`src/design/cspu_pkg.sv`:
```
// Shared types, register codes and bit-manipulation helpers for the CAN signal pack/unpack block.
// No dependencies; every other design file imports this package.
package cspu_pkg;

  localparam int unsigned PL_W      = 64;
  localparam int unsigned VAL_W     = 48;
  localparam int unsigned RAW_W     = 32;
  localparam int unsigned WIN_W     = 96;
  localparam int unsigned SH_W      = 7;
  localparam int unsigned LEN_W     = 6;
  localparam int unsigned PLEN_W    = 4;
  localparam int unsigned CFG_IDX_W = 3;
  localparam int unsigned CFG_DAT_W = 48;

  // Register indexes on the configuration port
  localparam logic [CFG_IDX_W-1:0] REG_START_BIT     = 3'd0;
  localparam logic [CFG_IDX_W-1:0] REG_BIT_LENGTH    = 3'd1;
  localparam logic [CFG_IDX_W-1:0] REG_BYTE_ORDER    = 3'd2;
  localparam logic [CFG_IDX_W-1:0] REG_IS_SIGNED     = 3'd3;
  localparam logic [CFG_IDX_W-1:0] REG_SCALE         = 3'd4;
  localparam logic [CFG_IDX_W-1:0] REG_INVERSE_SCALE = 3'd5;
  localparam logic [CFG_IDX_W-1:0] REG_BIAS          = 3'd6;

  // Operation and byte order codes
  localparam logic FUNC_DECODE    = 1'b0;
  localparam logic FUNC_ENCODE    = 1'b1;
  localparam logic ORDER_INTEL    = 1'b0;
  localparam logic ORDER_MOTOROLA = 1'b1;

  // Register reset values
  localparam logic [5:0]         RST_START_BIT     = 6'd0;
  localparam logic [5:0]         RST_BIT_LENGTH    = 6'd8;
  localparam logic               RST_BYTE_ORDER    = ORDER_INTEL;
  localparam logic               RST_IS_SIGNED     = 1'b0;
  localparam logic signed [31:0] RST_SCALE         = 32'sd65536;
  localparam logic signed [31:0] RST_INVERSE_SCALE = 32'sd65536;
  localparam logic signed [47:0] RST_BIAS          = 48'sd0;

  typedef struct packed {
    logic [5:0]         start_bit;
    logic [5:0]         bit_length;
    logic               byte_order;
    logic               is_signed;
    logic signed [31:0] scale;
    logic signed [31:0] inverse_scale;
    logic signed [47:0] bias;
  } cspu_cfg_t;

  // Field geometry derived from the configuration
  typedef struct packed {
    logic [LEN_W-1:0] n;      // effective length, 1..32
    logic [SH_W-1:0]  sh;     // field offset inside the 96-bit window
    logic [RAW_W-1:0] fmask;  // n low ones
  } cspu_geom_t;

  // Item after the align stages
  typedef struct packed {
    logic               func;
    logic [PL_W-1:0]    payload;
    logic [PLEN_W-1:0]  len;
    logic signed [32:0] sraw;
    logic [47:0]        ad;
    logic [31:0]        ai;
    logic               neg_sign;
  } cspu_align_t;

  // Item after the arithmetic stages
  typedef struct packed {
    logic                     func;
    logic [PL_W-1:0]          payload;
    logic [PLEN_W-1:0]        len;
    logic signed [VAL_W-1:0]  value;
    logic [RAW_W-1:0]         bits;
    logic                     flag;
  } cspu_arith_t;

  function automatic logic [PL_W-1:0] byte_swap(input logic [PL_W-1:0] v);
    logic [PL_W-1:0] r;
    for (int k = 0; k < 8; k++) begin
      r[8*k +: 8] = v[8*(7-k) +: 8];
    end
    return r;
  endfunction

  // Ones on bytes below min(len, max_bytes)
  function automatic logic [PL_W-1:0] valid_mask(input logic [PLEN_W-1:0] len,
                                                 input logic [PLEN_W-1:0] max_bytes);
    logic [PLEN_W-1:0] nb;
    logic [PL_W-1:0]   m;
    nb = (len < max_bytes) ? len : max_bytes;
    for (int k = 0; k < 8; k++) begin
      m[8*k +: 8] = (PLEN_W'(k) < nb) ? 8'hFF : 8'h00;
    end
    return m;
  endfunction

  // Intel fields sit at their start bit over 32 zero bits; Motorola fields are read
  // big-endian from the byte-swapped payload with 32 zero bits below it.
  function automatic logic [WIN_W-1:0] window(input logic [PL_W-1:0] pl, input logic order);
    logic [WIN_W-1:0] w;
    if (order == ORDER_MOTOROLA) begin
      w = {byte_swap(pl), 32'h0};
    end else begin
      w = {32'h0, pl};
    end
    return w;
  endfunction

  function automatic cspu_geom_t geometry(input cspu_cfg_t c);
    cspu_geom_t g;
    logic [5:0] s;
    if (c.bit_length == 6'd0) begin
      g.n = 6'd1;
    end else if (c.bit_length > 6'd32) begin
      g.n = 6'd32;
    end else begin
      g.n = c.bit_length;
    end
    s = c.start_bit ^ 6'd7;
    if (c.byte_order == ORDER_MOTOROLA) begin
      g.sh = SH_W'(7'd96 - {1'b0, s} - {1'b0, g.n});
    end else begin
      g.sh = {1'b0, c.start_bit};
    end
    g.fmask = 32'hFFFF_FFFF >> (6'd32 - g.n);
    return g;
  endfunction

  // Clamp a wide signed value to the 48-bit signed range
  function automatic logic signed [VAL_W-1:0] sat48(input logic signed [64:0] v);
    if (!v[64] && (v[63:47] != '0)) begin
      return 48'sh7FFF_FFFF_FFFF;
    end else if (v[64] && (v[63:47] != '1)) begin
      return 48'sh8000_0000_0000;
    end else begin
      return v[47:0];
    end
  endfunction

endpackage

```
`src/design/cspu_align.sv`:
```
// Front stages: payload masking and windowing, field extraction, encode difference.
// Depends on cspu_pkg for types and helpers.
module cspu_align import cspu_pkg::*; #(
  parameter int unsigned PAYLOAD_BYTES = 8
) (
  input  logic                    clk,
  input  logic                    rst_n,
  input  logic                    adv,
  input  logic                    in_valid,
  input  logic                    in_func,
  input  logic [PL_W-1:0]         in_payload,
  input  logic [PLEN_W-1:0]       in_len,
  input  logic signed [VAL_W-1:0] in_value,
  input  cspu_cfg_t               cfg,
  input  cspu_geom_t              geom,
  output logic                    s2_valid,
  output cspu_align_t             s2
);

  localparam logic [PLEN_W-1:0] MAX_BYTES = PLEN_W'(PAYLOAD_BYTES);

  logic               s1_valid_r;
  logic               s1_func_r;
  logic [PL_W-1:0]    s1_payload_r;
  logic [PLEN_W-1:0]  s1_len_r;
  logic [WIN_W-1:0]   s1_win_r;
  logic [48:0]        s1_diff_r;
  logic [WIN_W-1:0]   win_nxt;
  logic [48:0]        diff_nxt;

  logic               s2_valid_r;
  cspu_align_t        s2_r;
  cspu_align_t        s2_nxt;
  logic [WIN_W-1:0]   shifted;
  logic [RAW_W-1:0]   raw;
  logic [48:0]        ad_full;

  // Stage 1: mask short payloads, build the window, form value minus bias
  assign win_nxt  = window(in_payload & valid_mask(in_len, MAX_BYTES), cfg.byte_order);
  assign diff_nxt = {in_value[VAL_W-1], in_value} - {cfg.bias[VAL_W-1], cfg.bias};

  always_ff @(posedge clk) begin
    if (!rst_n) begin
      s1_valid_r <= 1'b0;
    end else if (adv) begin
      s1_valid_r <= in_valid;
    end
  end

  always_ff @(posedge clk) begin
    if (adv) begin
      s1_func_r    <= in_func;
      s1_payload_r <= in_payload;
      s1_len_r     <= in_len;
      s1_win_r     <= win_nxt;
      s1_diff_r    <= diff_nxt;
    end
  end

  // Stage 2: pull the field out, sign-extend, take magnitudes for the encode multiply
  assign shifted = s1_win_r >> geom.sh;
  assign raw     = shifted[RAW_W-1:0] & geom.fmask;
  assign ad_full = s1_diff_r[48] ? (~s1_diff_r + 49'd1) : s1_diff_r;

  always_comb begin
    s2_nxt.func    = s1_func_r;
    s2_nxt.payload = s1_payload_r;
    s2_nxt.len     = s1_len_r;
    if (cfg.is_signed && raw[5'(geom.n - 6'd1)]) begin
      s2_nxt.sraw = {1'b1, raw | ~geom.fmask};
    end else begin
      s2_nxt.sraw = {1'b0, raw};
    end
    s2_nxt.ad       = ad_full[47:0];
    s2_nxt.ai       = cfg.inverse_scale[31] ? (~cfg.inverse_scale + 32'd1)
                                            : cfg.inverse_scale;
    s2_nxt.neg_sign = s1_diff_r[48] ^ cfg.inverse_scale[31];
  end

  always_ff @(posedge clk) begin
    if (!rst_n) begin
      s2_valid_r <= 1'b0;
    end else if (adv) begin
      s2_valid_r <= s1_valid_r;
    end
  end

  always_ff @(posedge clk) begin
    if (adv) begin
      s2_r <= s2_nxt;
    end
  end

  assign s2_valid = s2_valid_r;
  assign s2       = s2_r;

endmodule

```
`config.mk`:
```
export PLATFORM = sky130hd
export DESIGN_NAME = cspu_align
export DESIGN_NICKNAME = d
export VERILOG_FILES = /design/src/design/cspu_pkg.sv /design/src/design/cspu_align.sv
export SDC_FILE = /design/constraint.sdc
export NUM_CORES = 1
export LEC_CHECK = 0
export BUFFER_PORTS_ARGS = -buffer_cell sky130_fd_sc_hd__buf_2
export CAP_MARGIN = 20
export CORE_MARGIN = 2
export CORE_UTILIZATION = 42
export DETAILED_ROUTE_END_ITERATION = 7
export PLACE_DENSITY_LB_ADDON = 0.12
export SLEW_MARGIN = 25
export SYNTH_ARGS = -nofsm -noshare
export SYNTH_HDL_FRONTEND = slang
export SYNTH_SLANG_ARGS = --single-unit
```
`constraint.sdc`:
```
create_clock -name clk -period 4.14 [get_ports clk]
set_clock_uncertainty 0.2 [all_clocks]
set_input_delay 0.207 -clock clk [delete_from_list [all_inputs] [get_ports clk]]
set_output_delay 0.207 -clock clk [all_outputs]
set_load 0.01 [all_outputs]
```
After elaboration in Yosys (flattened, before gate mapping)
Cells that the tools add are included.
{"block": "word_totals", "ff_bits": 399, "latchBits": 0, "mem_bits_rw": 0, "rom_bits": 0, "in_bits": 292, "output_inout_bits": 184, "memories": 0}
{"block": "op_classes", "addsub": 4, "n_mul": 0, "div": 0, "n_lt_le_gt_ge": 10, "eq_ne": 0, "shifts": 1, "n_mux": 15, "bitwise_logic": 7, "n_reduce_logical": 1}
{"operator": "right shift 96 x 7 -> 32 bit", "count": 1}
{"operator": "AND 64 bit", "count": 1}
{"operator": "two-way mux 64 bit", "count": 1}
{"operator": "two-way mux 8 bit", "count": 8}
{"operator": "inverter 32 bit", "count": 2}
{"operator": "subtractor 48 x 48 -> 49 bit", "count": 1}
{"operator": "adder 48 x 1 -> 48 bit (second input constant)", "count": 1}
{"operator": "two-way mux 48 bit", "count": 1}
{"operator": "inverter 48 bit", "count": 1}
{"operator": "two-way mux 33 bit", "count": 1}
{"operator": "adder 32 x 1 -> 32 bit (second input constant)", "count": 1}
{"operator": "AND 32 bit", "count": 1}
{"operator": "OR 32 bit", "count": 1}
{"operator": "two-way mux 31 bit", "count": 1}
{"operator": "< comparator 3 x 4 -> 1 bit (first input constant)", "count": 4}
{"operator": "< comparator 1 x 4 -> 1 bit (first input constant)", "count": 2}
{"operator": "< comparator 2 x 4 -> 1 bit (first input constant)", "count": 2}
{"operator": "< comparator 5 x 6 -> 1 bit (second input constant)", "count": 1}
{"operator": "binary-select mux 1 bit (select 5 bit)", "count": 1}
{"operator": "subtractor 5 x 1 -> 5 bit (second input constant)", "count": 1}
{"operator": "< comparator 4 bit (second input constant)", "count": 1}
{"operator": "two-way mux 4 bit", "count": 1}
{"operator": "logical AND 1 bit", "count": 1}
{"operator": "two-way mux 1 bit", "count": 1}
{"operator": "XOR 1 bit", "count": 1}

Logic depth before layout (Yosys ltp)
{"block": "depth", "word_depth": 6, "depth_mapped": 16, "ltp_nobuf": 13}

Worst setup path after synthesis
No wires, ideal clock.
{"block": "synth_timing", "path_kind": "input to register", "from": "input geom[32] (netlist name)", "to": "register s2_r (netlist bit s2[81]), data pin", "setup_ps": 269, "t_arrival_ps": 3105, "required_time_ps": 3671, "setup_slack_ps": 566, "path_stages": 12, "n_path_buf": 4, "path_cell_list": "buf_4 -> buf_2 -> buf_2 -> mux4_2 -> mux4_2 -> o211ai_1 -> o211a_1 -> o22ai_1 -> o31a_1 -> a31oi_4 -> buf_4 -> mux2i_1"}
{"item": "start: declaration", "line_no": "cspu_align.sv:15", "rtl": "input cspu_geom_t geom,"}
{"item": "end signal: assignment", "line_no": "cspu_align.sv:90", "rtl": "s2_r <= s2_nxt;"}
{"item": "end: declaration", "line_no": "cspu_align.sv:32", "rtl": "cspu_align_t s2_r;"}

==> flow_metrics.env <==
export IMPL_outcome="finished, violations left"
export IMPL_violations="setup timing"
export IMPL_seq_area_frac_synth_pct=47.12
export IMPL_p_sw_share_pct=30.00
export IMPL_cts_made_buffers=44
export IMPL_clk_insertion_delay_late_ns=0.59
export IMPL_wl_um=95380
export IMPL_fillers=5181
export IMPL_yosysTopAreaCell="edfxtp_1"
export IMPL_num_rows=90
export IMPL_report_final_slew_viol_count=0
export IMPL_detailed_place_hpwl_um=74390
export IMPL_fin_crit_sh_pct=100.4
export IMPL_grt_pass1_vias=22600
export IMPL_instances_no_fill=3903
export IMPL_cts_root_buf="clkbuf_16"
export IMPL_crit_arrival_ns=4.29
export IMPL_setup_tns_ns=-0.05307
export IMPL_drt_iter0_drc=1799
export IMPL_power_density_nw_per_um2=369.0
export IMPL_power_share_clock_pct=31.0
export IMPL_final_nets=3431
export IMPL_p_seq_share_pct=41.7
export IMPL_grtUsageTotal_pct=29.79
export IMPL_syn_to_final_growth_pct=34.64
export IMPL_critPathSlowestCell="a222oi_1"
export IMPL_via_per_inst=5.817
export IMPL_io_pins=476
export IMPL_synth_compound_area_share_pct=14.62
export IMPL_place_gp_congestion=1.020
export IMPL_syn_num_nets=2553
export IMPL_syn_area_per_cell_um2=11.49
export IMPL_layout_drive_gt1_share_pct=31.57
export IMPL_clock_fmax_ghz=0.2405
export IMPL_synth_adder_area_share_pct=2.593
export IMPL_clock_sinks=399
export IMPL_min_path_type="in2reg"
export IMPL_hold_viol=0
export IMPL_netlist_area_um2=25390
export IMPL_maxCapViolCount=0
export IMPL_combPwrFrac_pct=27.3
export IMPL_synth_mux_area_share_pct=16.01
export IMPL_grt_overflow_total=0
export IMPL_ys_ff_latch=399
export IMPL_clk_path_buf_depth=3
export IMPL_synth_flop_cell="edfxtp_1"
export IMPL_yosys_area_share_simple_pct=12.07
export IMPL_start_kind="register"
export IMPL_critPathKind="reg2reg"
export IMPL_ys_types=88
export IMPL_fin_hold_ws_ns=0.01839
export IMPL_dieArea_um2=62430
export IMPL_rsz0062_at_grt="false"
export IMPL_synth_top_family_by_area="multiplexers"
export IMPL_setup_ws_ns=-0.01749
export IMPL_grt_max_degree=106
export IMPL_io_buffers=430
export IMPL_yosys_top_cells_area="edfxtp_1, mux4_2, mux2i_1"
export IMPL_wl_per_cell_um=24.44
export IMPL_clkTransAtPathRegs_ns=0.06
export IMPL_vias=22700
export IMPL_die_y_um=249.9
export IMPL_die_w_um=249.9
export IMPL_yosysWarnings=0
export IMPL_path_cells="mux4_2 -> mux2_2 -> buf_4 -> a222oi_1 -> buf_4 -> a31o_1 -> o221a_2 -> a211oi_1 -> o31a_1 -> a31oi_4 -> buf_12 -> mux2i_1"
export IMPL_start_util_pct=42.30
export IMPL_coreArea_um2=60020
export IMPL_crit_fanout=19
export IMPL_synthXorXnorAreaFrac_pct=4.106
export IMPL_cp_data_required_time_ns=4.27
export IMPL_cp_end_kind="register"
export IMPL_p_int_mw=8.828
export IMPL_synth_top_area_share_pct=46.96
export IMPL_syn_inst=2209
export IMPL_synth_edf_count=397
export IMPL_setup_viol=4
export IMPL_ant_nets=0
export IMPL_dp_cells=3599
export IMPL_slowest_delay_ns=0.56
export IMPL_max_slew_margin_pct=34.26
export IMPL_first_pass_iters=5
export IMPL_antenna_found_initial=3
export IMPL_worst_slew_pin_slew_ns=0.9722
export IMPL_cpMostUsedCell="buf_4"
export IMPL_ir_drop_v=0.0002936
export IMPL_fin_crit_ns=4.157
export IMPL_grt_first_pass_wirelength_um=140600
export IMPL_cts_tree="yes"
export IMPL_drc=0
export IMPL_cts_max_level=2
export IMPL_async_reset_ff_share_pct=0
export IMPL_p_leak_nw=13.82
export IMPL_p_switching_mw=3.783
==> final cells by class <==
cell class	count	area, µm²	share of cell area, %
Tap cell	782	978.4	2.863
Sequential cell	399	11960	35.00
Antenna cell	1	2.502	0.007321
Inverter	86	322.8	0.9445
Clock buffer	48	1136	3.324
Timing Repair Buffer	948	6869	20.10
Multi-Input combinational cell	1608	12600	36.86
Clock inverter	31	311.5	0.9115
==> power by group through the flow <==
stage | registers (mW) | logic, mW | clock network [mW]
floorplan | 5.36 | 1.57 | 0
global placement | 5.32 | 3.15 | 0
detailed placement | 5.34 | 3.18 | 0
CTS | 5.26 | 3.38 | 3.98
global route | 5.30 | 3.66 | 4.15
finish | 5.26 | 3.44 | 3.91
==> cell usage in the layout, fill, tap and decap left out, types with 18 or more instances in the layout <==
cell,Yosys,layout
a211oi_1,24,23
a21o_1,24,24
mux2i_1,135,135
o21ai_0,112,111
mux2_2,61,61
a22oi_1,34,34
nor3_1,21,21
a21oi_1,81,81
o31ai_1,30,30
o21a_1,18,18
o21ai_1,17,18
clkbuf_16,0,44
o22ai_1,28,28
or3_1,18,18
inv_1,79,79
nand2b_1,22,22
edfxtp_1,397,397
dlygate4sd3_1,0,217
buf_12,0,21
buf_4,14,280
nand2_1,169,169
nor2_1,121,121
and2_1,85,85
nand3_1,70,70
buf_2,27,427
xnor2_1,102,102
ha_1,51,51
nor2b_1,21,21
mux4_2,89,89
==> synth_stat cells, types with 24 or more instances <==
| cell type | n |
|---|---|
| nand2_1 | 169 |
| and2_1 | 85 |
| a21o_1 | 24 |
| clkbuf_1 | 59 |
| mux4_2 | 89 |
| mux2_2 | 61 |
| o31ai_1 | 30 |
| edfxtp_1 | 397 |
| nand3_1 | 70 |
| xnor2_1 | 102 |
| ha_1 | 51 |
| inv_1 | 79 |
| o21ai_0 | 112 |
| buf_2 | 27 |
| a21oi_1 | 81 |
| mux2i_1 | 135 |
| nor2_1 | 121 |
| a22oi_1 | 34 |
| o22ai_1 | 28 |
| a211oi_1 | 24 |
==> flip-flops by register name (all words and copies together) (netlist names) <==
register	count
s1_win_r	96
s1_valid_r	1
s2	183
s1_func_r	1
s1_diff_r	49
s1_len_r	4
s1_payload_r	64
s2_valid	1
==> timing repair <==
action	in CTS	in global routing
pin swaps	0	1
gates resized for setup	2	7
setup buffers	0	7
cloned	0	0
hold endpoints to repair	344	0
hold buffers	217	0
setup endpoints to repair	31	34
==> kinds of logic (layout without fill, tap and decap cells) <==
family,count (synthesis),in the layout
multiplexers,287,287
AND/OR/NAND/NOR,611,611
other,0,1
buffers and inverters,202,1113
AO/OA/AOI/OAI,539,539
XOR/XNOR,119,119
flip-flops,399,399
adder cells (fa/ha/maj),52,52
==> worst max-delay path, delay by kind of cell (launching register included) <==
kind | cells | cell delay [ns]
muxes | 3 | 0.95
AOI/OAI and AO/OA | 6 | 1.67
buffers and inverters | 3 | 0.56
DFF | 1 | 0.50
==> metrics by stage <==
step	area (µm²)	util, %	power, mW	setup WS [ns]
floorplan	25390	-	6.934	0.5661
global placement	30450	50.74	8.472	-0.1877
detailed placement	30460	50.74	8.514	-0.2753
CTS	34090	56.80	12.62	0.02224
global route	34180	56.95	13.10	0.0006564
finish	34180	56.95	12.61	-0.01749
==> metal layers <==
| layer | part of all wire (%) | vias to the layer above | GRT usage [%] | wire [µm] |
|---|---|---|---|---|
| li1 | - | 10370 | - | - |
| met1 | 40 | 11170 | 37.36 | 38230 |
| met2 | 48 | 953 | 50.39 | 45840 |
| met3 | 7.2 | 214 | 5.642 | 6872 |
| met4 | 4.6 | 4 | 12.53 | 4416 |
| met5 | 0.024 | - | 0 | 23 |
==> path summary, 6_finish.rpt <==
check	to	cells after the start	slack (ns)	start
worst max-delay path	s2[87]$_DFFE_PP_	12	-0.02	s1_win_r[92]$_SDFFCE_PN0P_
worst min-delay path	s1_diff_r[38]$_DFFE_PP_	3	0.02	in_value[38]
worst max register to register	s2[87]$_DFFE_PP_	12	-0.02	s1_win_r[92]$_SDFFCE_PN0P_
worst min register to register	s2[132]$_DFFE_PP_	0	0.20	s1_payload_r[14]$_DFFE_PP_
(Power assumes the default switching activity.)
