--- config.mk ---
export PLATFORM = sky130hd
export DESIGN_NAME = cspu_cfg
export DESIGN_NICKNAME = d
export VERILOG_FILES = /design/src/design/cspu_pkg.sv /design/src/design/cspu_cfg.sv
export SDC_FILE = /design/constraint.sdc
export NUM_CORES = 1
export LEC_CHECK = 0
export BUFFER_PORTS_ARGS = -buffer_cell sky130_fd_sc_hd__buf_2
export CAP_MARGIN = 15
export CORE_AREA = 4 4 115 117
export CTS_BUF_LIST = sky130_fd_sc_hd__clkbuf_8
export DETAILED_ROUTE_END_ITERATION = 8
export DIE_AREA = 0 0 119 121
export HOLD_SLACK_MARGIN = 0.1
export PLACE_DENSITY = 0.77
export SYNTH_ARGS = -nofsm -noshare
export SYNTH_HDL_FRONTEND = slang
export SYNTH_SLANG_ARGS = --single-unit
--- constraint.sdc ---
create_clock -name clk -period 2.9 [get_ports clk]
set_input_delay 0.725 -clock clk [delete_from_list [all_inputs] [get_ports clk]]
set_output_delay 0.725 -clock clk [all_outputs]
set_load 0.005 [all_outputs]
--- src/design/cspu_pkg.sv ---
// Shared types, register codes and bit-manipulation helpers for the CAN signal pack/unpack block.
// No dependencies; every other design file imports this package.
package cspu_pkg;

  localparam int unsigned PL_W      = 64;
  localparam int unsigned VAL_W     = 48;
  localparam int unsigned RAW_W     = 32;
  localparam int unsigned WIN_W     = 96;
  localparam int unsigned SH_W      = 7;
  localparam int unsigned LEN_W     = 6;
  localparam int unsigned PLEN_W    = 4;
  localparam int unsigned CFG_IDX_W = 3;
  localparam int unsigned CFG_DAT_W = 48;

  // Register indexes on the configuration port
  localparam logic [CFG_IDX_W-1:0] REG_START_BIT     = 3'd0;
  localparam logic [CFG_IDX_W-1:0] REG_BIT_LENGTH    = 3'd1;
  localparam logic [CFG_IDX_W-1:0] REG_BYTE_ORDER    = 3'd2;
  localparam logic [CFG_IDX_W-1:0] REG_IS_SIGNED     = 3'd3;
  localparam logic [CFG_IDX_W-1:0] REG_SCALE         = 3'd4;
  localparam logic [CFG_IDX_W-1:0] REG_INVERSE_SCALE = 3'd5;
  localparam logic [CFG_IDX_W-1:0] REG_BIAS          = 3'd6;

  // Operation and byte order codes
  localparam logic FUNC_DECODE    = 1'b0;
  localparam logic FUNC_ENCODE    = 1'b1;
  localparam logic ORDER_INTEL    = 1'b0;
  localparam logic ORDER_MOTOROLA = 1'b1;

  // Register reset values
  localparam logic [5:0]         RST_START_BIT     = 6'd0;
  localparam logic [5:0]         RST_BIT_LENGTH    = 6'd8;
  localparam logic               RST_BYTE_ORDER    = ORDER_INTEL;
  localparam logic               RST_IS_SIGNED     = 1'b0;
  localparam logic signed [31:0] RST_SCALE         = 32'sd65536;
  localparam logic signed [31:0] RST_INVERSE_SCALE = 32'sd65536;
  localparam logic signed [47:0] RST_BIAS          = 48'sd0;

  typedef struct packed {
    logic [5:0]         start_bit;
    logic [5:0]         bit_length;
    logic               byte_order;
    logic               is_signed;
    logic signed [31:0] scale;
    logic signed [31:0] inverse_scale;
    logic signed [47:0] bias;
  } cspu_cfg_t;

  // Field geometry derived from the configuration
  typedef struct packed {
    logic [LEN_W-1:0] n;      // effective length, 1..32
    logic [SH_W-1:0]  sh;     // field offset inside the 96-bit window
    logic [RAW_W-1:0] fmask;  // n low ones
  } cspu_geom_t;

  // Item after the align stages
  typedef struct packed {
    logic               func;
    logic [PL_W-1:0]    payload;
    logic [PLEN_W-1:0]  len;
    logic signed [32:0] sraw;
    logic [47:0]        ad;
    logic [31:0]        ai;
    logic               neg_sign;
  } cspu_align_t;

  // Item after the arithmetic stages
  typedef struct packed {
    logic                     func;
    logic [PL_W-1:0]          payload;
    logic [PLEN_W-1:0]        len;
    logic signed [VAL_W-1:0]  value;
    logic [RAW_W-1:0]         bits;
    logic                     flag;
  } cspu_arith_t;

  function automatic logic [PL_W-1:0] byte_swap(input logic [PL_W-1:0] v);
    logic [PL_W-1:0] r;
    for (int k = 0; k < 8; k++) begin
      r[8*k +: 8] = v[8*(7-k) +: 8];
    end
    return r;
  endfunction

  // Ones on bytes below min(len, max_bytes)
  function automatic logic [PL_W-1:0] valid_mask(input logic [PLEN_W-1:0] len,
                                                 input logic [PLEN_W-1:0] max_bytes);
    logic [PLEN_W-1:0] nb;
    logic [PL_W-1:0]   m;
    nb = (len < max_bytes) ? len : max_bytes;
    for (int k = 0; k < 8; k++) begin
      m[8*k +: 8] = (PLEN_W'(k) < nb) ? 8'hFF : 8'h00;
    end
    return m;
  endfunction

  // Intel fields sit at their start bit over 32 zero bits; Motorola fields are read
  // big-endian from the byte-swapped payload with 32 zero bits below it.
  function automatic logic [WIN_W-1:0] window(input logic [PL_W-1:0] pl, input logic order);
    logic [WIN_W-1:0] w;
    if (order == ORDER_MOTOROLA) begin
      w = {byte_swap(pl), 32'h0};
    end else begin
      w = {32'h0, pl};
    end
    return w;
  endfunction

  function automatic cspu_geom_t geometry(input cspu_cfg_t c);
    cspu_geom_t g;
    logic [5:0] s;
    if (c.bit_length == 6'd0) begin
      g.n = 6'd1;
    end else if (c.bit_length > 6'd32) begin
      g.n = 6'd32;
    end else begin
      g.n = c.bit_length;
    end
    s = c.start_bit ^ 6'd7;
    if (c.byte_order == ORDER_MOTOROLA) begin
      g.sh = SH_W'(7'd96 - {1'b0, s} - {1'b0, g.n});
    end else begin
      g.sh = {1'b0, c.start_bit};
    end
    g.fmask = 32'hFFFF_FFFF >> (6'd32 - g.n);
    return g;
  endfunction

  // Clamp a wide signed value to the 48-bit signed range
  function automatic logic signed [VAL_W-1:0] sat48(input logic signed [64:0] v);
    if (!v[64] && (v[63:47] != '0)) begin
      return 48'sh7FFF_FFFF_FFFF;
    end else if (v[64] && (v[63:47] != '1)) begin
      return 48'sh8000_0000_0000;
    end else begin
      return v[47:0];
    end
  endfunction

endpackage

--- src/design/cspu_cfg.sv ---
// Configuration register file for the CAN signal pack/unpack block.
// Depends on cspu_pkg for register codes, reset values and geometry.
module cspu_cfg import cspu_pkg::*; (
  input  logic                 clk,
  input  logic                 rst_n,
  input  logic                 wr_en,
  input  logic [CFG_IDX_W-1:0] wr_index,
  input  logic [CFG_DAT_W-1:0] wr_data,
  output cspu_cfg_t            cfg,
  output cspu_geom_t           geom
);

  cspu_cfg_t cfg_r;

  // Take one register write per transfer
  always_ff @(posedge clk) begin
    if (!rst_n) begin
      cfg_r.start_bit     <= RST_START_BIT;
      cfg_r.bit_length    <= RST_BIT_LENGTH;
      cfg_r.byte_order    <= RST_BYTE_ORDER;
      cfg_r.is_signed     <= RST_IS_SIGNED;
      cfg_r.scale         <= RST_SCALE;
      cfg_r.inverse_scale <= RST_INVERSE_SCALE;
      cfg_r.bias          <= RST_BIAS;
    end else if (wr_en) begin
      case (wr_index)
        REG_START_BIT:     cfg_r.start_bit     <= wr_data[5:0];
        REG_BIT_LENGTH:    cfg_r.bit_length    <= wr_data[5:0];
        REG_BYTE_ORDER:    cfg_r.byte_order    <= wr_data[0];
        REG_IS_SIGNED:     cfg_r.is_signed     <= wr_data[0];
        REG_SCALE:         cfg_r.scale         <= wr_data[31:0];
        REG_INVERSE_SCALE: cfg_r.inverse_scale <= wr_data[31:0];
        REG_BIAS:          cfg_r.bias          <= wr_data[47:0];
        default: ;
      endcase
    end
  end

  assign cfg  = cfg_r;
  assign geom = geometry(cfg_r);

endmodule

Word-level counts from Yosys, hierarchy flattened
Cells that the tools add are included.

Flip-flop bits (word level): 126. Latch bits: 0. RAM bits: 0. Memory bits (read-only): 0. Logic and storage cells: 31. Memories kept: 0.

Add/subtract/negate cells: 3. $mul: 0. Divide/modulo/power cells: 0. Magnitude comparators: 1. Eq/ne operators: 6. Shift-type cells: 1. Multiplexer cells: 3. Bitwise gates (word level): 1. Reductions and logical operators: 9.

Operators with widths (count): right shift 32 x 6 -> 32 bit, first input constant (1); AND reduction 2 bit (7); two-way mux 6 bit (2); == test 3 bit, second input constant (3); two-way mux 7 bit (1); subtractor 7 x 6 -> 7 bit (1); subtractor 7 x 6 -> 7 bit, first input constant (1); == test 3 x 2 -> 1 bit, second input constant (2); greater-than comparator 6 bit, second input constant (1); zero test 6 bit (1); subtractor 6 bit, first input constant (1); == test 3 x 1 -> 1 bit, second input constant (1); zero test 3 bit (1); NOT 3 bit (1).

Longest topological paths before layout
Gate-level depths: netlist of the first run.

Word-level depth: 5. Mapped depth: 12. Mapped depth without buffers: 12.

Worst setup path before layout of the first run
Ideal clock, no wire load.

Path type: register to output. Start: reg cfg_r (netlist bit cfg[119]). End: out geom[37] (netlist bit). Arrival: 2337 ps. Setup slack: -162 ps. Stages on the path, launching flop included: 13. Cells stage by stage: dfxtp_1 clkbuf_1 nand2b_1 inv_1 ha_1 inv_1 ha_1 inv_1 fa_1 nor2b_1 o21a_1 or3_1 a31o_2.

RTL lines: from (decl) (RTL line cspu_cfg.sv:13) `cspu_cfg_t cfg_r;`; to (decl) (RTL line cspu_cfg.sv:10) `output cspu_geom_t geom`.

==> results.md, run 1 <==
* Hold Path Stages at 2
* Worst R2R Path Depth at 2
* Die Width at 119 um
* Gpl congestion at between 0.8 and 0.9
* Clk_lat worst skew at around 0.42 ns
* Minimum clock period at 3.47 ns
* Vias in the first global route at ~5100
* Final setup margin at -0.575 ns
* Synth area leader: dfxtp_1
* Filler cell count at approximately 1100
* Most frequent cells after synthesis: nand2_1 (239), dfxtp_1 (126), a21boi_0 (110), clkbuf_1 (39), inv_1 (19)
* Drt first pass iters at 4
* Port Buffers at 223
* Critical Path Sink Type: primary output
* Largest net degree at the start of global routing at 81
* Clock slew at reported path FFs at 0.07 ns
* Largest cells by area after synthesis: dfxtp_1 (47%), nand2_1 (17%), a21boi_0 (15%)
* Nets at approximately 980
* Fmax achieved at 0.288 GHz
* Worst VDD drop at 320 uV
* Hold buffer count at CTS at 0
* CP Max Fanout at 2
* WL/cell at between 15 and 20 um
* Area of the multi-input gates at 2920 sq um
* Failing checks: setup timing
* Syn avg cell area at about 8 sq um
* Final Max Slew Viols at 0
* Critical path startpoint category: register
* All-layer global routing usage at 0.221
* Netlist cell types at 39
* Diode count at 0
* Initial DRC Count at 228
* Part of the cycle the worst path needs at 1.20
* Post-synth EDFFs at 0
* Data required, critical path at ~2.2 ns
* Total CTS buffers at 17
* Via count at around 5400
* Register area share after synthesis at 0.465
* Mapped Area at 5420 sq um
* Cells after Synth at around 670
* Die area at 14400 sq um
* Core box area at 12400 sq um
* Flip-flop and latch area at 2530 sq um
* Clock sinks at 126
* Relative slew slack at 0.330
* Yosys warning count at 0
* WP data arrival at between 2 and 3 ns
* First-pass GRT wire length at 25.5 mm
* # DRC at 0
* Hold Violations, Final at 0
* Post-detail-place hpwl at 11.1 mm
* Post-route ant nets at 0
* Root Buffer: clkbuf_8
* Unrepaired setup endpoints after global routing: yes
* Area grow syn2layout at 40.7%
* Final setup vio count at 36
* Initial antenna violation count at 0
* Total power at 3.57 mW
* Syn_nets at 736
* Status: complete, but fails checks
* Setup CP Type: register to primary output
* Main synth FF type: dfxtp_1
* Congestion Overflow GR at 0
* Max FFs per register at 126
* Die Y-Extent at 121 um
* Pre-CTS setup slack at -0.137 ns
* Power Dens Cells at 468 nW/um^2
* Final Skew at 0 ns
* IO Pins at 225
* Synth async-reset ratio at 0
* Vias per cell at just under 5
* Top-count cell post-synth: nand2_1
* Share of layout cells above drive strength 1 at 0.394
* Post-Route WL at 16.5 mm
* CTS max path bufs at 2
* Htree depth at 4
* Max-cap violations at 0
* Yosys top cell area share at 0.465
* Hold WC Path Type: register to register
* Yosys reg bits at 126
* FP Rows at 41
* Initial Util at 0.439
* Slew @ Worst Pin at 1.00 ns
* TritonCTS clock tree: done
* Leakage power at around 3.4 nW
[where the power goes]
part | internal (mW) | switching (mW) | total [mW]
clock | 0.624 | 0.726 | 1.35
combinational | 0.206 | 0.230 | 0.436
sequential | 1.77 | 0.0207 | 1.79
total | 2.60 | 0.977 | 3.57
[per-stage QoR]
step | utilization | cells | hold slack [ns] | setup TNS [ns] | instance area, sq um
after global routing | 0.617 | 1093 | 0.478 | -19.64 | 7630
after detailed placement | 0.552 | 1042 | 0.454 | -0.137 | 6820
after global placement | 0.552 | 1042 | 0.447 | -0.144 | 6820
after CTS | 0.609 | 1094 | 0.464 | -11.44 | 7530
final | 0.617 | 1093 | 0.460 | -14.17 | 7630
after floorplan | - | 666 | 0.460 | -0.0408 | 5450
[placed cells by master, fill, tap and decap left out, types with 3 or more instances in the layout]
cell type	count
o21ai_2	5
clkinvlp_4	3
buf_2	222
clkbuf_8	18
ha_4	9
nand2b_4	3
nor2_2	5
a21oi_2	7
ha_1	6
o21ai_1	5
inv_2	4
buf_6	13
inv_1	13
mux2i_1	14
clkinv_4	6
dfxtp_1	121
nor2_1	11
nor2b_1	16
nand2_1	237
nand2b_1	5
a21boi_0	110
buf_4	34
inv_6	3
dfxtp_2	5
[worst paths after layout]
path,startpoint,endpoint,slack (ns)
worst max-delay path,cfg[115]$_SDFFE_PN0P_,geom[37],-0.57
worst min-delay path,cfg[20]$_SDFFE_PN0P_,cfg[20]$_SDFFE_PN0P_,0.46
worst min register to register,cfg[20]$_SDFFE_PN0P_,cfg[20]$_SDFFE_PN0P_,0.46
worst max register to register,cfg[113]$_SDFFE_PN0P_,cfg[113]$_SDFFE_PN0P_,1.83
[layer usage]
layer | part of all wire | track usage | vias to the layer above
li1 | - | - | 2644
met4 | 0.023 | 0.0724 | 0
met1 | 0.40 | 0.250 | 2476
met5 | 0 | 0 | -
met2 | 0.50 | 0.387 | 205
met3 | 0.074 | 0.0774 | 34
[cells by family after synthesis]
| family | share of synthesized area |
|---|---|
| AO/OA/AOI/OAI | 0.187 |
| XOR/XNOR | 0.00162 |
| adder cells (fa/ha/maj) | 0.0383 |
| buffers and inverters | 0.0487 |
| flip-flops | 0.465 |
| multiplexers | 0.0279 |
| other | 0.000692 |
| AND/OR/NAND/NOR | 0.230 |
[cell type report]
| class | count | area share |
|---|---|---|
| Clock buffer | 18 | 0.0325 |
| Clock inverter | 14 | 0.0146 |
| Tap cell | 172 | 0.0282 |
| Sequential cell | 126 | 0.331 |
| Inverter | 19 | 0.0100 |
| Multi-Input combinational cell | 474 | 0.383 |
| Timing Repair Buffer | 270 | 0.201 |
[worst max-delay path: stages, from the launching register on]
cell,delay [ns]
dfxtp_2,0.33
nor4_2,0.24
nor2_1,0.08
nor2_2,0.15
inv_2,0.07
ha_4,0.16
ha_4,0.16
inv_2,0.05
fa_2,0.21
nor2b_1,0.06
o21a_1,0.19
or3_1,0.30
a31o_2,0.23
buf_2,0.12
[repair_timing]
action	CTS	global route
cloned	2	0
pin swaps	25	13
setup buffers	28	5
gates resized for setup	55	30
setup endpoints to repair	36	38
Note: power is estimated with default switching activity, not from simulation.
==> run 2: changes to the inputs <==
--- a/config.mk
+++ b/config.mk
@@ -12,7 +12,7 @@
 export DETAILED_ROUTE_END_ITERATION = 8
 export DIE_AREA = 0 0 119 121
 export HOLD_SLACK_MARGIN = 0.1
-export PLACE_DENSITY = 0.77
+export PLACE_DENSITY = 0.78
 export SYNTH_ARGS = -nofsm -noshare
 export SYNTH_HDL_FRONTEND = slang
 export SYNTH_SLANG_ARGS = --single-unit
==> run 2 against run 1 <==
  * The flow still finishes with violations (setup timing)
  * Final area fell by 0.16%
  * Clock skew is the same
  * First-iteration DRC count shrank 15%
  * Register-to-register slack barely moved
  * Critical path depth unchanged
  * Combinational power decreased by 4.8%
  * Cell count decreased by 0.73%
  * Routed wire length fell by 2.7%
  * Non-clock buffer count is 8 lower
  * Global-route usage is 0.46 points lower
  * Clock power rose by 30%
==> results.md, run 2 (synthesized netlist as in run 1, its figures left out) <==
* Final cell count without fillers at 1085
* WP data arrival at 2.71 ns
* FP Rows at 41
* Htree depth at 4
* Core box area at roughly 12000 sq um
* Total CTS buffers at 17
* Area of the multi-input gates at 2860 sq um
* Congestion Overflow GR at 0
* Final setup margin at -0.532 ns
* Status: complete, but fails checks
* Minimum clock period at 3.43 ns
* Clock slew at reported path FFs at 0.07 ns
* Power Dens Cells at roughly 520 nW/um^2
* Failing checks: setup timing
* FF-to-FF setup slack at between 1.5 and 2 ns
* Drt first pass iters at 4
* Crit path buf inv count at 3
* Relative slew slack at 0.350
* Most frequent cells in the layout: nand2_1 (233), buf_2 (223), dfxtp_1 (121)
* First-pass GRT wire length at 25.0 mm
* Vias per cell at 4.87
* Critical Path Sink Type: primary output
* Part of the cycle the worst path needs at 1.18
* Area grow syn2layout at 40.5%
* Filler cell count at 1081
* IO Pins at 225
* Share of layout cells above drive strength 1 at 0.383
* Clk_lat worst skew at between 0.4 and 0.5 ns
* R2R Path End: cfg[113]$_SDFFE_PN0P_
* Fmax achieved at 0.291 GHz
* Data required, critical path at 2.17 ns
* Flip-flop and latch area at about 2500 sq um
* Leakage power at 3.43 nW
* Die Y-Extent at 121 um
* Clock sinks at roughly 130
* Hold buffer count at CTS at 0
* Final Max Slew Viols at 0
* # DRC at 0
* Initial Util at 0.439
* Gpl congestion at about 0.84
* Hold Violations, Final at 0
* Nets at 970
* Port Buffers at 223
* Slowest stage delay, CP at 0.32 ns
* Critical path startpoint category: register
* Hold_ws at roughly 0.46 ns
* Initial DRC Count at between 150 and 200
* Crit path depth at 13
* Unrepaired setup endpoints after global routing: yes
* Final setup vio count at 36
* Pre-CTS setup slack at -0.132 ns
* Worst VDD drop at around 420 uV
* CP Max Fanout at 2
* Die Width at 119 um
* Largest net degree at the start of global routing at 127
* All-layer global routing usage at 0.216
* Vias in the first global route at between 5000 and 6000
* CTS max path bufs at 2
* WL/cell at 14.8 um
* Hold WC Path Type: register to register
* Final Skew at 0 ns
* Max FFs per register at 126
* Setup CP Type: register to primary output
* Reg2reg start: cfg[113]$_SDFFE_PN0P_
* Die area at around 14000 sq um
* Root Buffer: clkbuf_8
* Final Cell Area at around 7600 sq um
* Post-route ant nets at 0
* Via count at 5280
* Initial antenna violation count at 0
* Dpl cell area at 6810 sq um
* Crit path max-delay cell type: dfxtp_2
* Total Neg Setup Slack at -12.81 ns
* CP Capture Point: geom[37]
* Critical path, cell by cell: nor4_2 -> nor2_1 -> nor2_2 -> inv_2 -> ha_4 -> ha_4 -> inv_2 -> fa_2 -> nor2b_1 -> o21a_1 -> or3_1 -> a31o_2 -> buf_2
* Placed cells at approximately 1000
* Most common cell after layout, fill and taps aside: nand2_1
* TritonCTS clock tree: done
* CP top delay family: simple AND/OR/NAND/NOR gates
* Diode count at 0
* Max-cap violations at 0
* Slew @ Worst Pin at 0.975 ns
* Post-Route WL at 16.1 mm
* Worst R2R Path Depth at 2
* Critical path startpoint: cfg[116]$_SDFFE_PN0P_
* Post-detail-place hpwl at roughly 11 mm
run 2: cell count changes in the layout (fill, tap and decap cells not counted), sizes merged:
cell	change
buf	-8
bufinv	+5
clkinv	-3
clkinvlp	-2
run 2: worst register-to-register path: stages (launching register included):
cell and delay [ns]:
dfxtp_1 0.73, mux2i_1 0.15, nor2b_1 0.13
run 2: per-stage QoR:
step	power, mW	util
detailed placement	2.19	0.551
global route	4.13	0.616
floorplan	2.01	-
global placement	2.18	0.551
CTS	3.97	0.605
finish	3.96	0.616
run 2: where the power goes:
group | switching (mW) | internal [mW] | leakage (nW) | total, mW
sequential | 0.0204 | 1.77 | 1.02 | 1.79
clock | 0.711 | 1.05 | 0.235 | 1.76
combinational | 0.220 | 0.195 | 2.17 | 0.415
total | 0.952 | 3.01 | 3.43 | 3.96
run 2: worst min-delay path by stage:
stage / from / endpoint / slack, ns / cells after the start
floorplan: cfg[66]$_SDFFE_PN0P_ / cfg[66]$_SDFFE_PN0P_ / 0.46 / 2
global placement: cfg[111]$_SDFFE_PN0P_ / cfg[111]$_SDFFE_PN0P_ / 0.45 / 2
detailed placement: cfg[44]$_SDFFE_PN0P_ / cfg[44]$_SDFFE_PN0P_ / 0.45 / 2
CTS: cfg[111]$_SDFFE_PN0P_ / cfg[111]$_SDFFE_PN0P_ / 0.46 / 2
global route: cfg[97]$_SDFFE_PN0P_ / cfg[97]$_SDFFE_PN0P_ / 0.48 / 2
finish: cfg[110]$_SDFFE_PN0P_ / cfg[110]$_SDFFE_PN0P_ / 0.46 / 2
run 2: repair_timing:
action,CTS,global route
setup endpoints to repair,36,36
gates resized for setup,37,33
setup buffers,10,7
gates cloned,1,0
pin swaps,17,8
run 2: final cells by class:
cell class / count / area share
Clock buffer: 18 / 0.0325
Inverter: 19 / 0.00969
Tap cell: 172 / 0.0282
Clock inverter: 14 / 0.0282
Sequential cell: 126 / 0.332
Timing Repair Buffer: 262 / 0.194
Multi-Input combinational cell: 474 / 0.376
run 2: metal layers:
| layer | GRT usage | vias to the layer above | share of wire | wire, um |
|---|---|---|---|---|
| met3 | 0.0825 | 26 | 0.082 | 1320 |
| met5 | 0 | - | 0 | 0 |
| met4 | 0.0666 | 0 | 0.019 | 311 |
| met2 | 0.373 | 189 | 0.49 | 7810 |
| met1 | 0.248 | 2433 | 0.41 | 6640 |
| li1 | - | 2632 | - | - |
==> run 3: changes to the inputs <==
--- a/config.mk
+++ b/config.mk
@@ -5,12 +5,13 @@
 export SDC_FILE = /design/constraint.sdc
 export NUM_CORES = 1
 export LEC_CHECK = 0
+export ABC_AREA = 1
 export BUFFER_PORTS_ARGS = -buffer_cell sky130_fd_sc_hd__buf_2
 export CAP_MARGIN = 15
-export CORE_AREA = 4 4 115 117
+export CORE_AREA = 4 4 114 116
 export CTS_BUF_LIST = sky130_fd_sc_hd__clkbuf_8
 export DETAILED_ROUTE_END_ITERATION = 8
-export DIE_AREA = 0 0 119 121
+export DIE_AREA = 0 0 118 120
 export HOLD_SLACK_MARGIN = 0.1
 export PLACE_DENSITY = 0.78
 export SYNTH_ARGS = -nofsm -noshare
==> run 3 against run 2 <==
  * The run still ends with setup timing left
  * Routed wire length increased by 12%
  * Die area down 1.7%
  * Combinational power rose by 77%
  * Sequential power about the same
  * Largest cell class unchanged
  * Highest routed layer unchanged
==> results.md, run 3 <==
* Status: complete, but fails checks
* Failing checks: setup timing
* Nets at 1022
* Slew @ Worst Pin at 0.569 ns
* Multiplexer share of the synthesized area at 0
* Max FFs per register at about 130
* Vias in the first global route at 5252
* Clock slew at reported path FFs at 0.07 ns
* Register area share after synthesis at 0.474
* Post-synth EDFFs at 0
* Post-route ant nets at 0
* Dpl cell area at about 6600 sq um
* Worst VDD drop at roughly 340 uV
* Total CTS buffers at 17
* Drt first pass iters at 5
* Flip-flop and latch area at 2530 sq um
* Fmax achieved at between 0.3 and 0.4 GHz
* Diode count at 0
* Post-Synth Simple-Gate Area at 0.273
* XOR/XNOR Fraction of Synth Area at 0.00846
* Core box area at between 10000 and 15000 sq um
* Clk_lat worst skew at 0.43 ns
* Slowest stage delay, CP at 0.33 ns
* Root Buffer: clkbuf_8
* Yosys top cell area share at 0.474
* Hold WC Path Type: register to register
* Yosys warning count at 0
* Initial Util at 0.447
* Synth Area in Adders at 0.0390
* IO Pins at 225
* Unrepaired setup endpoints after global routing: yes
* Data required, critical path at 2.17 ns
* Synth area leader: dfxtp_1
* Crit path max-delay cell type: dfxtp_2
* Leakage power at 3.95 nW
* Gpl congestion at around 0.95
* Synth async-reset ratio at 0
* Max-cap violations at 0
* HP Start: cfg[112]$_SDFFE_PN0P_
* Critical Path Sink Type: primary output
* Minimum clock period at between 3 and 4 ns
* FP Rows at 40
* Filler cell count at 1008
* Vias per cell at roughly 5.1
* Final Max Slew Viols at 0
* Hold Path Stages at 2
* Reg2reg start: cfg[116]$_SDFFE_PN0P_
* Critical path, cell by cell: nor2_4 -> nand3_2 -> nand2_2 -> nand2_4 -> inv_4 -> ha_4 -> inv_2 -> ha_4 -> inv_2 -> fa_2 -> inv_2 -> buf_4 -> a21oi_1 -> o21ai_1 -> o21ai_1 -> buf_2
* First-pass GRT wire length at between 20 and 30 mm
* CTS max path bufs at 2
* Final setup vio count at 35
* Most used cell, CP: inv_2
* Most frequent cells after synthesis: nor2_1 (248), dfxtp_1 (126), o21ai_0 (121), nand2_1 (48), inv_1 (40)
* Mapped Area at 5320 sq um
* Port Buffers at 223
* Core Util, Final at 0.637
* Largest cells by area after synthesis: dfxtp_1 (47%), nor2_1 (17%), o21ai_0 (11%)
* All-layer global routing usage at 0.229
* WL/cell at ~16 um
* Netlist cell types at 30
* Largest net degree at the start of global routing at 78
* Power Dens Cells at a little over 500 nW/um^2
* Htree depth at 4
* CP Max Fanout at 2
* Clock sinks at between 100 and 150
* Hold Violations, Final at 0
* Part of the cycle the worst path needs at 1.10
* Hold buffer count at CTS at 0
* TritonCTS clock tree: done
* Largest family of logic cells by synthesized area: simple AND/OR/NAND/NOR gates
* Worst R2R Path Depth at 3
* WP data arrival at 2.47 ns
* FF-to-FF setup slack at 2.08 ns
* Syn_nets at 781
* Top-count cell post-synth: nor2_1
* Most frequent cells in the layout: nor2_1 (241), buf_2 (218), dfxtp_1 (121)
* Syn avg cell area at between 7 and 8 sq um
* Final setup margin at -0.298 ns
* Critical path startpoint category: register
* Main synth FF type: dfxtp_1
* Initial DRC Count at roughly 430
* Yosys reg bits at ~130
* Compound-Gate Fraction of Synth Area at 0.135
* Post-detail-place hpwl at 11.1 mm
* R2R Path End: cfg[116]$_SDFFE_PN0P_
* Worst min-delay path endpoint: cfg[112]$_SDFFE_PN0P_
* Share of layout cells above drive strength 1 at 0.407
* Setup CP Type: register to primary output
* Initial antenna violation count at 0
* Die Width at 118 um
* Final Skew at 0 ns
* Area of the multi-input gates at about 2800 sq um
* Congestion Overflow GR at 0
* Relative slew slack at 0.620
* Total power at just under 4 mW
* Final Cell Area at between 7000 and 8000 sq um
* Area grow syn2layout at 42.6%
* Die area at 14200 sq um
* # DRC at 0
* Die Y-Extent at 120 um
* Via count at 5642
* Cells after Synth at 711
* Post-Route WL at 18.0 mm
* Most common cell after layout, fill and taps aside: nor2_1
run 3: cell types whose count changed after synthesis, moves of 12 or more:
cell | previous run | this run
nand2_1 | 239 | 48
nor2_1 | 18 | 248
nor2b_1 | 18 | 0
o21ai_0 | 12 | 121
mux2i_1 | 14 | 0
a21boi_0 | 110 | 0
clkbuf_1 | 39 | 27
nand3_1 | 2 | 15
inv_1 | 19 | 40
run 3: how the worst max path moves through the flow:
stage / startpoint / to / slack, ns / cells after the start
floorplan: cfg[116]$_SDFFE_PN0P_ / geom[37] / 0.05 / 15
global placement: cfg[116]$_SDFFE_PN0P_ / geom[37] / 0.06 / 16
detailed placement: cfg[116]$_SDFFE_PN0P_ / geom[37] / 0.002 / 16
CTS: cfg[117]$_SDFFE_PN1P_ / geom[37] / -0.30 / 16
global route: cfg[116]$_SDFFE_PN0P_ / geom[35] / -0.43 / 16
finish: cfg[116]$_SDFFE_PN0P_ / geom[35] / -0.30 / 16
run 3: logic make-up (layout without fill, tap and decap cells):
group	after synthesis	count (layout)
compound gates	142	142
simple gates	335	336
buf+inv	88	337
flops	126	126
fa+ha+maj	16	16
xor+xnor	3	3
other cells	1	1
run 3: area by class of cell:
class	count	area share
clock buffer	20	0.0363
inverter	49	0.0275
timing repair buffer	259	0.205
multi-input combinational	498	0.366
sequential	126	0.333
clock inverter	8	0.00610
timing repair inverter	1	0.00148
tap	147	0.0242
run 3: metal layers:
layer | track usage | part of all wire
met1 | 0.262 | 0.40
met5 | 0 | 0
met2 | 0.386 | 0.48
met4 | 0.0901 | 0.025
met3 | 0.0891 | 0.087
run 3: timing repair:
action / in CTS / in global routing
resized for setup: 66 / 46
pin swaps: 19 / 21
endpoints found under the setup margin: 36 / 36
gates cloned: 2 / 1
buffers inserted: 9 / 14
run 3: power by group:
part | total, mW | switching, mW | internal [mW]
registers | 1.82 | 0.0330 | 1.79
clock network | 1.29 | 0.658 | 0.629
logic | 0.736 | 0.415 | 0.322
run 3: critical path, delay by kind of cell (launching register included):
kind	cells	cell delay, ns
compound gates	3	0.22
fa+ha+maj	3	0.65
buf+inv	6	0.48
flops	1	0.33
simple gates	4	0.36
run 3: through the flow:
stage	std cells	hold slack [ns]	TNS, ns	setup WS, ns
2_1_floorplan	711	0.440	0	0.0466
3_3_place_gp	1055	0.436	0	0.0592
3_5_place_dp	1055	0.447	0	0.00229
4_1_cts	1094	0.458	-5.29	-0.305
5_1_grt	1108	0.476	-9.25	-0.435
6_report	1108	0.454	-5.24	-0.298
